[src/hdl/ssqt_pkg.sv]
package ssqt_pkg;

   // waiting line geometry
   localparam int QUEUE_DEPTH = 128;
   localparam int PTR_W = (QUEUE_DEPTH > 1) ? $clog2(QUEUE_DEPTH) : 1;
   localparam int CNT_W = $clog2(QUEUE_DEPTH + 1);
   localparam logic [CNT_W-1:0] DEPTH_CNT = CNT_W'(QUEUE_DEPTH);
   localparam logic [PTR_W-1:0] LAST_PLACE = PTR_W'(QUEUE_DEPTH - 1);

   // field widths
   localparam int TIME_W = 16;
   localparam int ID_W = 16;
   localparam int SVC_W = 8;
   localparam int WAIT_W = 8;
   localparam int SUM_W = 32;
   localparam int ENTRY_W = ID_W + TIME_W + SVC_W;

   localparam logic [TIME_W-1:0] SIM_LENGTH_RESET = 16'd10;

   // commands from controller to datapath
   typedef struct packed {
      logic capture;
      logic eval;
      logic check;
      logic deq;
      logic publish;
   } ssqt_cmd_type;

   // status from datapath to controller
   typedef struct packed {
      logic run_tick;
      logic need_deq;
   } ssqt_stat_type;

endpackage

[src/hdl/ssqt_ctrl.sv]
module ssqt_ctrl (
   input  logic                   clock,
   input  logic                   reset,
   input  logic                   req_valid,
   output logic                   req_stall,
   output logic                   rsp_valid,
   input  logic                   rsp_stall,
   input  ssqt_pkg::ssqt_stat_type stat,
   output ssqt_pkg::ssqt_cmd_type  cmd
);

   import ssqt_pkg::*;

   typedef enum logic [2:0] {
      IDLE,
      EVAL,
      CHECK,
      DEQ,
      DONE
   } state_type;

   state_type state_ff, state_in;
   logic      rsp_valid_ff, rsp_valid_in;
   logic      take;
   logic      publish;

   assign req_stall = reset | (state_ff != IDLE);
   assign take = (state_ff == IDLE) & req_valid & ~req_stall;
   assign publish = (state_ff == DONE) & (~rsp_valid_ff | ~rsp_stall);

   // next state
   always_comb begin
      state_in = state_ff;
      unique case (state_ff)
         IDLE: begin
            if (take) state_in = EVAL;
         end
         EVAL: begin
            state_in = stat.run_tick ? CHECK : DONE;
         end
         CHECK: begin
            state_in = stat.need_deq ? DEQ : DONE;
         end
         DEQ: begin
            state_in = DONE;
         end
         DONE: begin
            if (publish) state_in = IDLE;
         end
         default: begin
            state_in = IDLE;
         end
      endcase
   end

   // output register valid: set on publish, cleared when taken
   assign rsp_valid_in = publish | (rsp_valid_ff & rsp_stall);

   always_ff @(posedge clock) begin
      if (reset) begin
         state_ff <= IDLE;
         rsp_valid_ff <= 1'b0;
      end else begin
         state_ff <= state_in;
         rsp_valid_ff <= rsp_valid_in;
      end
   end

   // command decode
   always_comb begin
      cmd.capture = take;
      cmd.eval = (state_ff == EVAL);
      cmd.check = (state_ff == CHECK);
      cmd.deq = (state_ff == DEQ);
      cmd.publish = publish;
   end

   assign rsp_valid = rsp_valid_ff;

endmodule

[config.mk]
export PLATFORM = sky130hd
export DESIGN_NAME = ssqt_ctrl
export DESIGN_NICKNAME = d
export VERILOG_FILES = /design/src/hdl/ssqt_pkg.sv /design/src/hdl/ssqt_ctrl.sv
export SDC_FILE = /design/constraint.sdc
export NUM_CORES = 1
export LEC_CHECK = 0
export CORE_AREA = 2 2 39 41
export DETAILED_ROUTE_END_ITERATION = 7
export DIE_AREA = 0 0 41 43
export DONT_BUFFER_PORTS = 1
export GPL_ROUTABILITY_DRIVEN = 1
export PLACE_DENSITY_LB_ADDON = 0.12
export SETUP_SLACK_MARGIN = 0.3
export SLEW_MARGIN = 10
export SYNTH_ARGS = -nofsm -noshare
export SYNTH_HDL_FRONTEND = slang
export SYNTH_SLANG_ARGS = --single-unit
[constraint.sdc]
create_clock -name clock -period 1.9 [get_ports clock]
set_input_delay 0.19 -clock clock [delete_from_list [all_inputs] [get_ports clock]]
set_output_delay 0.19 -clock clock [all_outputs]
set_load 0.02 [all_outputs]
# Word level (Yosys, flattened, before mapping)
# Index checks and enable logic that the tools add are counted.
# word_totals
ff_bits	4
output_inout_bits	7
latch_bits	0
rom_bits	0
in_bits	6
memories	0
ramBits	0
wordCells	26
# classes
n_lt_le_gt_ge	0
bitwise	10
div	0
n_mux	5
eq_ne	6
reduce_logical	3
shifts	0
add_sub_neg	0
multipliers	0
# op_table
operator	count
$pmux W3 S5	1
$mux W3	4
$eq A3 B2 Y1 const B	2
$and A1 B1 Y1	4
$ne A2 B2 Y1 const B	2
$eq A3 B1 Y1 const B	1
$eq A3 B3 Y1 const B	1
$logic_not A3 Y1	1
$not A1 Y1	3
$or A1 B1 Y1	3
$reduce_bool A3 Y1	1
$reduce_and A2 Y1	1

# Longest topological paths before layout
# Gate-level depths: netlist of run 1.
# depth
ltp_word	6
ltp_mapped	5
ltp_nobuf	3

# Worst setup path before layout of run 1
# Ideal clock, no wire load.
# synth_timing
path_type	flip-flop to output port
start	reg state_ff[1]
end	out cmd[4] (netlist name)
stages_incl_launch_ff	5
path_buffers	2
slack_ns	0.510
required_ns	1.710
t_arrival_ns	1.200
path_cell_list	dfxtp_1 > buf_6 > or4_4 > nor2_2 > buf_4
# synth_between
elab_chain_len	4
word_cells_on_any_way	6
cone_classes	bitwise (4); reduce/logical (2)
# synth_rtl
item	line	rtl
from (decl)	ssqt_ctrl.sv:22	state_type state_ff, state_in;
from (signal assigned)	ssqt_ctrl.sv:64	state_ff <= state_in;
$reduce_bool A3 Y1	ssqt_ctrl.sv:27	assign req_stall = reset | (state_ff != IDLE);
$or A1 B1 Y1	ssqt_ctrl.sv:27	
via req_stall	ssqt_ctrl.sv:5	output logic req_stall,
$not A1 Y1	ssqt_ctrl.sv:28	assign take = (state_ff == IDLE) & req_valid & ~req_stall;
$and A1 B1 Y1	ssqt_ctrl.sv:28	
to (decl)	ssqt_ctrl.sv:9	output ssqt_pkg::ssqt_cmd_type cmd
# The timed path passes the listed nets, and every way through them passes these cells.

==> impl_results.md, run 1 <==
- Largest net degree at the start of global routing: 11
- Final wirelength: 507 um
- Met1 GRT Util: 7.07%
- Synthesized area: 246 sq um
- DIE WIDTH: 41 um
- Startpoint types: flip-flop
- Crit path DAT: 1370 ps
- DRC Markers: 0
- First-pass GRT wire length: 724 um
- Pwr/cell area: 836 nW/um^2
- Final setup violating endpoints: 0
- Minimum clock period: 1560 ps
- WP depth: 2
- Inserted Diodes: 0
- WP buf/inv: 0
- CTS tree: built
- GR Util met2: 7.81%
- First-pass DRT Iterations: 2
- WL per Instance: 11.0 um
- Longest Clk Path Bufs: 2
- CP max stage delay: 600 ps
- Layout area overhead: 13.7%
- HP Class: in2reg
- Routing usage on met3: 4.71%
- Root buffer cell: clkbuf_4
- Slew headroom: 69.5%
- Unrepaired setup endpoints after global routing: false
- Worst-path clk slew: 40 ps
- Sink Count: 4
- Yosys warnings: 0
- CP Data Required Time: 1710 ps
- Fin nets: 38
- Final hold violation count: 0
- Gpl congestion: 0.677
- Htree depth: 1
- Total global-route track usage: 6.83%
- Core Area: 1380 sq um
- CP top delay family: simple AND/OR/NAND/NOR gates
- Syn_nets: 35
- Site row count: 14
- PortBufs: 0
- Sequential share of the synthesized area: 32.5%
- Post-route cell area: 280 sq um
- Peak VDD IR: 0.276 mV
- Area of the die: 1760 sq um
- Critical path cell sequence: or4_4, nor2_4
- Yosys reg bits: 4
- Via Count: 201
- MaxCap Viol Count: 0
- Placed instance area: 250 sq um
- Total power: 0.234 mW
- Vias in the first global route: 165
- Num CTS Buffers: 3
- Starting Density: 17.8%
- Iter 0 DRT Violations: 1
- Tightest Pin Transition: 458 ps
- Layout cells sized above 1: 33.3%
- R2R depth: 2
- Hold path depth: 1
- Syn Area/Cell: 8.50 sq um
- Largest fanout on the critical path: 7
- CP max-delay cell: or4_4
- Chip height: 43 um
- Max Slew Vio Count: 0
- Post-DR vias/cell: 4.37
- Busiest metal layer after global routing: met4
- I/O pin count: 13
- Max Clk Rate: 0.641 GHz
- Fin crit share: 82.1%
- Status: completed
- Post-synthesis instance total: 29
- ANT nets after route: 0
- Static Leak: 0.103 nW
- Clk Latency, worst-skew pair: 230 ps
- Synth cell types: 19
- Hold Buf Count CTS: 0
- Initial antenna violation count: 0
- Crit Path Class: reg2out
- Total negative slack: 0 ps
- Total grt overflow: 0
- Critical Path End Type: primary output
- Clock skew: 3.05 ps
==> worst register-to-register path: stages, from the launching register on <==
cell and delay (ps):
dfxtp_1 450, nand2_1 120, o32ai_1 250
==> stage by stage <==
| step | instances | hold WS (ps) | worst slack (ps) | util (%) |
|---|---|---|---|---|
| after CTS | 46 | 13.2 | 300 | 20.1 |
| after detailed placement | 43 | 265 | 498 | 18.1 |
| final | 46 | 23.6 | 339 | 20.3 |
| after floorplan | 29 | 259 | 510 | - |
| after global routing | 46 | 10.6 | 305 | 20.3 |
| after global placement | 43 | 262 | 499 | 18.1 |
==> cell type report <==
cell class                      instances  area (sq um)
Multi-Input combinational cell         20           136
Sequential cell                         4          82.6
Timing Repair Buffer                    2          15.0
Clock buffer                            3          22.5
Fill cell                             164          1100
Tap cell                               16          20.0
Inverter                                1          3.75
==> sequential cells by signal, summed over array words and instances (netlist names) <==
signal	flops
rsp_valid	1
state_ff	3
==> layout by cell type, fill, tap and decap left out, drive strengths merged <==
cell | synthesis | layout
a21oi | 4 | 4
dfxtp | 4 | 4
clkbuf | 0 | 3
nor3b | 2 | 2
nand2 | 2 | 2
nand3b | 2 | 2
buf | 4 | 2
nor2 | 2 | 2
and3b | 1 | 1
or4 | 1 | 1
inv | 1 | 1
mux2i | 1 | 1
nor4 | 1 | 1
or2 | 1 | 1
nand2b | 1 | 1
nor2b | 1 | 1
o32ai | 1 | 1
==> kinds of logic (layout without fill, tap and decap cells) <==
family,after synthesis,after routing,share of synthesized area (%)
DFF,4,4,32.5
muxes,1,1,4.06
AOI/OAI and AO/OA,5,5,11.7
and+or+nand+nor,14,14,37.6
buffers and inverters,5,6,14.2
==> cells in the mapped netlist <==
library cell / instances / area share [%]
inv_1: 1 / 1.5
nor2_2: 1 / 2.5
nor2b_1: 1 / 2.5
buf_4: 2 / 6.1
buf_6: 1 / 4.6
nand2b_1: 1 / 2.5
mux2i_1: 1 / 4.1
o32ai_1: 1 / 3.6
nor4_1: 1 / 2.5
a21oi_1: 4 / 8.1
nor2_1: 1 / 1.5
dfxtp_1: 4 / 32
nand2_1: 2 / 3.0
or2_2: 1 / 2.5
and3b_1: 1 / 3.6
nor3b_1: 2 / 6.1
nand3b_1: 2 / 6.1
buf_2: 1 / 2.0
or4_4: 1 / 4.6
==> path summary, 6_finish.rpt <==
kind	start	slack [ps]	to
setup / recovery	state_ff[2]	340	cmd[4]
hold / removal	reset	20	rsp_valid
setup reg to reg	rsp_valid	990	state_ff[2]
hold reg to reg	state_ff[2]	470	state_ff[0]
==> report_power, final <==
group          internal [mW]  leakage (nW)  switching [mW]
clock                 0.0706        0.0138          0.0331
sequential            0.0889        0.0334         0.00767
combinational         0.0154        0.0558          0.0187
total                  0.175         0.103          0.0595
==> timing repair <==
| action | 4_1_cts | 5_1_grt |
|---|---|---|
| endpoints found under the setup margin | 1 | 1 |
| gates cloned | 0 | 0 |
| buffers inserted | 0 | 0 |
| resized for setup | 1 | 2 |
| pin swaps | 0 | 2 |
==> metal layers <==
layer	up-vias	wire [um]
met4	0	0
met1	93	201
met3	0	44
met5	-	0
li1	104	-
met2	4	261
Note: power is estimated with default switching activity, not from simulation.
==> run 2, diff against run 1 <==
==> constraint.sdc (replaced) <==
create_clock -name clock -period 1.6 [get_ports clock]
set_input_delay 0.16 -clock clock [delete_from_list [all_inputs] [get_ports clock]]
set_output_delay 0.16 -clock clock [all_outputs]
set_load 0.02 [all_outputs]
==> run 2 against run 1 <==
Net effect:
- via count rose by 17%
- clock skew decreased by 2.1 ps
- first-iteration DRC count grew 100%
- critical path depth did not move
- utilization grew 6.0 points
- clock power is 20% higher
- power rose by 28%
- sequential cell count did not move
- combinational power is 90% higher
- largest cell class unchanged
- highest routed layer unchanged
==> impl_results.md, run 2 (synthesized netlist as in run 1, its figures left out) <==
- Min-Delay Endpoint: state_ff[2]
- Fill count: 157
- Sink Count: 4
- Max Clk Rate: 0.679 GHz
- Max Slew Vio Count: 0
- Busiest metal layer after global routing: met2
- R2R depth: 7
- Startpoint types: flip-flop
- Vias in the first global route: 254
- Hold Crit Start: reset
- Pwr/cell area: 827 nW/um^2
- PortBufs: 0
- Final wirelength: 589 um
- Peak VDD IR: 0.206 mV
- ANT nets after route: 0
- FF/Latch Area: 88.8 sq um
- Layout cells sized above 1: 55.6%
- Root buffer cell: clkbuf_4
- First-pass GRT wire length: 924 um
- Largest register FFs: 3
- WL per Instance: 11.3 um
- Total grt overflow: 0
- CP max-delay cell: or4_4
- Largest net degree at the start of global routing: 10
- Crit Path Class: reg2out
- CTS tree: built
- Placed Instances: 43
- Largest fanout on the critical path: 2
- CP max stage delay: 580 ps
- Status: completed
- Flop-to-flop setup slack: 280 ps
- Total negative slack: 0 ps
- Total power: 0.300 mW
- Routing usage on met3: 3.14%
- Post-DR vias/cell: 4.54
- Area of the die: 1760 sq um
- Non-Filler Instances: 52
- Longest Clk Path Bufs: 2
- Crit path DAT: 1310 ps
- Worst r2r dst: state_ff[2]
- Tightest Pin Transition: 325 ps
- Minimum clock period: 1470 ps
- HP Class: in2reg
- Chip height: 43 um
- Critical path cell sequence: or4_4, nor2_4
- DRC Markers: 0
- Most frequent cells in the layout: buf_4 (5), a21oi_1 (3), clkbuf_4 (3)
- Clk Latency, worst-skew pair: 230 ps
- Num CTS Buffers: 3
- DIE WIDTH: 41 um
- Unrepaired setup endpoints after global routing: true
- Hold path depth: 1
- CP Data Required Time: 1440 ps
- MaxCap Viol Count: 0
- Multi-input gate area: 158 sq um
- Iter 0 DRT Violations: 2
- Htree depth: 1
- Total global-route track usage: 8.04%
- Most common cell after layout, fill and taps aside: buf_4
- Layout area overhead: 47.2%
- Via Count: 236
- Initial antenna violation count: 0
- Worst-path clk slew: 40 ps
- Fin crit share: 92.0%
- Fin nets: 44
- Final setup violating endpoints: 0
- Worst r2r src: state_ff[0]
- Final hold slack: 36.5 ps
- I/O pin count: 13
- Final hold violation count: 0
- Critical Path End Type: primary output
- Gpl congestion: 0.608
- Register bank with the most flops: state_ff
- Inserted Diodes: 0
- Clock skew: 0.939 ps
- Slew headroom: 78.3%
- Core Area: 1380 sq um
- Starting Density: 17.8%
- Met1 GRT Util: 9.03%
- GR Util met2: 10.6%
- First-pass DRT Iterations: 2
- Static Leak: 0.142 nW
- Site row count: 14
[run 2: cell type report]
class	instances	share of cell area, %
multi-input cells	20	43.4
flip-flops and latches	4	24.5
repair buffers	8	19.3
clock buffers	3	6.21
well taps	16	5.52
inverters	1	1.03
[run 2: layer usage]
metal / vias to the layer above / wire length (um) / part of all wire [%]
li1: 115 / - / -
met1: 113 / 255 / 43
met3: 0 / 30 / 5.1
met5: - / 0 / 0
met2: 8 / 303 / 51
met4: 0 / 0 / 0
[run 2: worst max-delay path by stage]
stage | from | to | slack, ps | cells after the start
after floorplan | state_ff[0] | cmd[4] | 260 | 4
after global placement | state_ff[2] | cmd[4] | 260 | 2
after detailed placement | state_ff[2] | cmd[4] | 250 | 2
after CTS | state_ff[2] | cmd[4] | 90 | 2
after global routing | state_ff[2] | cmd[4] | 90 | 2
final | state_ff[2] | cmd[4] | 130 | 2
[run 2: worst max-delay path, delay by kind of cell (launching register included)]
family	cells	cell delay, ps
DFF	1	330
and+or+nand+nor	2	750
[run 2: where the power goes]
group	internal [mW]	total (mW)	switching [mW]
Combinational	0.0331	0.0648	0.0317
Clock	0.0839	0.125	0.0412
Sequential	0.104	0.110	0.00624
Total	0.221	0.300	0.0791
[run 2: repair_timing]
item / 4_1_cts / 5_1_grt
hold endpoints to repair: 2 / 0
hold buffers: 1 / 0
endpoints found under the setup margin: 4 / 5
gates resized for setup: 10 / 3
setup buffers: 4 / 1
pin swaps: 3 / 2
[run 2: metrics by stage]
stage,util (%),setup slack (ps),instance area [sq um]
3_3_place_gp,18.1,260,250
3_5_place_dp,18.1,254,250
2_1_floorplan,-,259,246
6_report,26.2,127,363
4_1_cts,25.2,92.6,349
5_1_grt,26.2,92.9,363
==> run 3, diff against run 2 <==
--- a/config.mk
+++ b/config.mk
@@ -10,8 +10,9 @@
 export DIE_AREA = 0 0 41 43
 export DONT_BUFFER_PORTS = 1
 export GPL_ROUTABILITY_DRIVEN = 1
-export PLACE_DENSITY_LB_ADDON = 0.12
+export PLACE_DENSITY = 0.3
 export SETUP_SLACK_MARGIN = 0.3
+export SKIP_CTS_REPAIR_TIMING = 1
 export SLEW_MARGIN = 10
 export SYNTH_ARGS = -nofsm -noshare
 export SYNTH_HDL_FRONTEND = slang
==> run 3 against run 2 <==
Net effect:
- critical path depth is the same
- clock power is essentially flat
- largest power group unchanged
- final cell count shrank 5.8%
- critical endpoint unchanged
- sequential share of layout area grew 2.6 points
- worst setup slack lost 18 ps
- highest routed layer unchanged
==> impl_results.md, run 3 (synthesized netlist as in run 1, its figures left out) <==
- Num CTS Buffers: 3
- Longest Clk Path Bufs: 2
- Final wirelength: 601 um
- Total negative slack: 0 ps
- Peak VDD IR: 0.214 mV
- Multi-input gate area: 153 sq um
- Layout cells sized above 1: 45.5%
- WL per Instance: 12.3 um
- Hold Crit Start: reset
- ANT nets after route: 0
- Startpoint types: flip-flop
- Post-DR vias/cell: 4.37
- Clock skew: 7.59 ps
- Clk Latency, worst-skew pair: 240 ps
- Area of the die: 1760 sq um
- Site row count: 14
- Max Slew Vio Count: 0
- MaxCap Viol Count: 0
- Fill count: 160
- R2R depth: 2
- Status: completed
- Iter 0 DRT Violations: 4
- DRC Markers: 0
- Final setup violating endpoints: 0
- Final hold slack: 41.0 ps
- Fin crit share: 93.2%
- Largest register FFs: 3
- Static Leak: 0.123 nW
- HP Class: in2reg
- Final hold violation count: 0
- Sink Count: 4
- I/O pin count: 13
- Slew headroom: 78.5%
- Total grt overflow: 0
- Starting Density: 17.8%
- First-pass DRT Iterations: 2
- Minimum clock period: 1490 ps
- CTS tree: built
- Hold path depth: 1
- First-pass GRT wire length: 924 um
- Inserted Diodes: 0
- Largest fanout on the critical path: 3
- Pwr/cell area: 880 nW/um^2
- Htree depth: 1
- Most frequent cells in the layout: buf_4 (4), a21oi_1 (3), clkbuf_4 (3)
- Initial antenna violation count: 0
- Layout area overhead: 33.0%
- CP Data Required Time: 1440 ps
- Min-Delay Endpoint: state_ff[2]
- Crit Path Class: reg2out
- Total global-route track usage: 8.12%
- Via Count: 214
- Fin nets: 41
- Unrepaired setup endpoints after global routing: true
- Most common cell after layout, fill and taps aside: buf_4
- FF/Latch Area: 88.8 sq um
- Register bank with the most flops: state_ff
- Critical Path End Type: primary output
- PortBufs: 0
- Flop-to-flop setup slack: 600 ps
- Dpl hpwl: 424 um
- Largest net degree at the start of global routing: 11
- Worst r2r src: rsp_valid
- Crit path DAT: 1330 ps
- Worst-path clk slew: 30 ps
- Gpl congestion: 0.664
- Setup ws final: 109 ps
- Max Clk Rate: 0.671 GHz
- Core Area: 1380 sq um
- Post-place setup slack: 248 ps
- Vias in the first global route: 237
- Chip height: 43 um
- Root buffer cell: clkbuf_4
- Worst r2r dst: state_ff[2]
- DIE WIDTH: 41 um
- Tightest Pin Transition: 322 ps
-- run 3: changes by cell type in the layout (fill, tap and decap cells not counted), sizes merged --
cell / change
buf: -3
-- run 3: worst max-delay path by stage --
stage | from | to | slack, ps | cells past startpoint
after floorplan | state_ff[0] | cmd[4] | 260 | 4
after global placement | state_ff[2] | cmd[4] | 260 | 2
after detailed placement | state_ff[2] | cmd[4] | 250 | 2
after CTS | state_ff[2] | cmd[4] | -3 | 2
after global routing | state_ff[2] | cmd[4] | 70 | 2
final | state_ff[2] | cmd[4] | 110 | 2
-- run 3: metal layers --
metal,GRT usage [%],vias to the layer above,wire [um]
li1,-,108,-
met1,8.65,100,238
met2,11.6,6,329
met3,2.62,0,32
met4,8.00,0,0
met5,0,-,0
-- run 3: area by class of cell --
cell class / count / area share, %
multi-input cells: 20 / 46.6
flip-flops and latches: 4 / 27.1
repair buffers: 5 / 12.2
clock buffers: 3 / 6.87
well taps: 16 / 6.11
inverters: 1 / 1.15
-- run 3: critical path, cell delays in order, from the launching register on --
cell	delay [ps]
dfxtp_4	330
or4_4	570
nor2_4	200
-- run 3: through the flow --
step                      area [sq um]  util, %  std cells  total power [mW]
after floorplan                    246        -         29             0.153
after global placement             250     18.1         43             0.155
after detailed placement           250     18.1         43             0.154
after CTS                          273     19.7         46             0.286
after global routing               328     23.7         49             0.308
final                              328     23.7         49             0.288
-- run 3: where the power goes --
part / switching, mW / internal, mW / total [mW]
clock network: 0.0415 / 0.0839 / 0.125
registers: 0.00647 / 0.104 / 0.110
logic: 0.0281 / 0.0245 / 0.0525
total: 0.0761 / 0.212 / 0.288
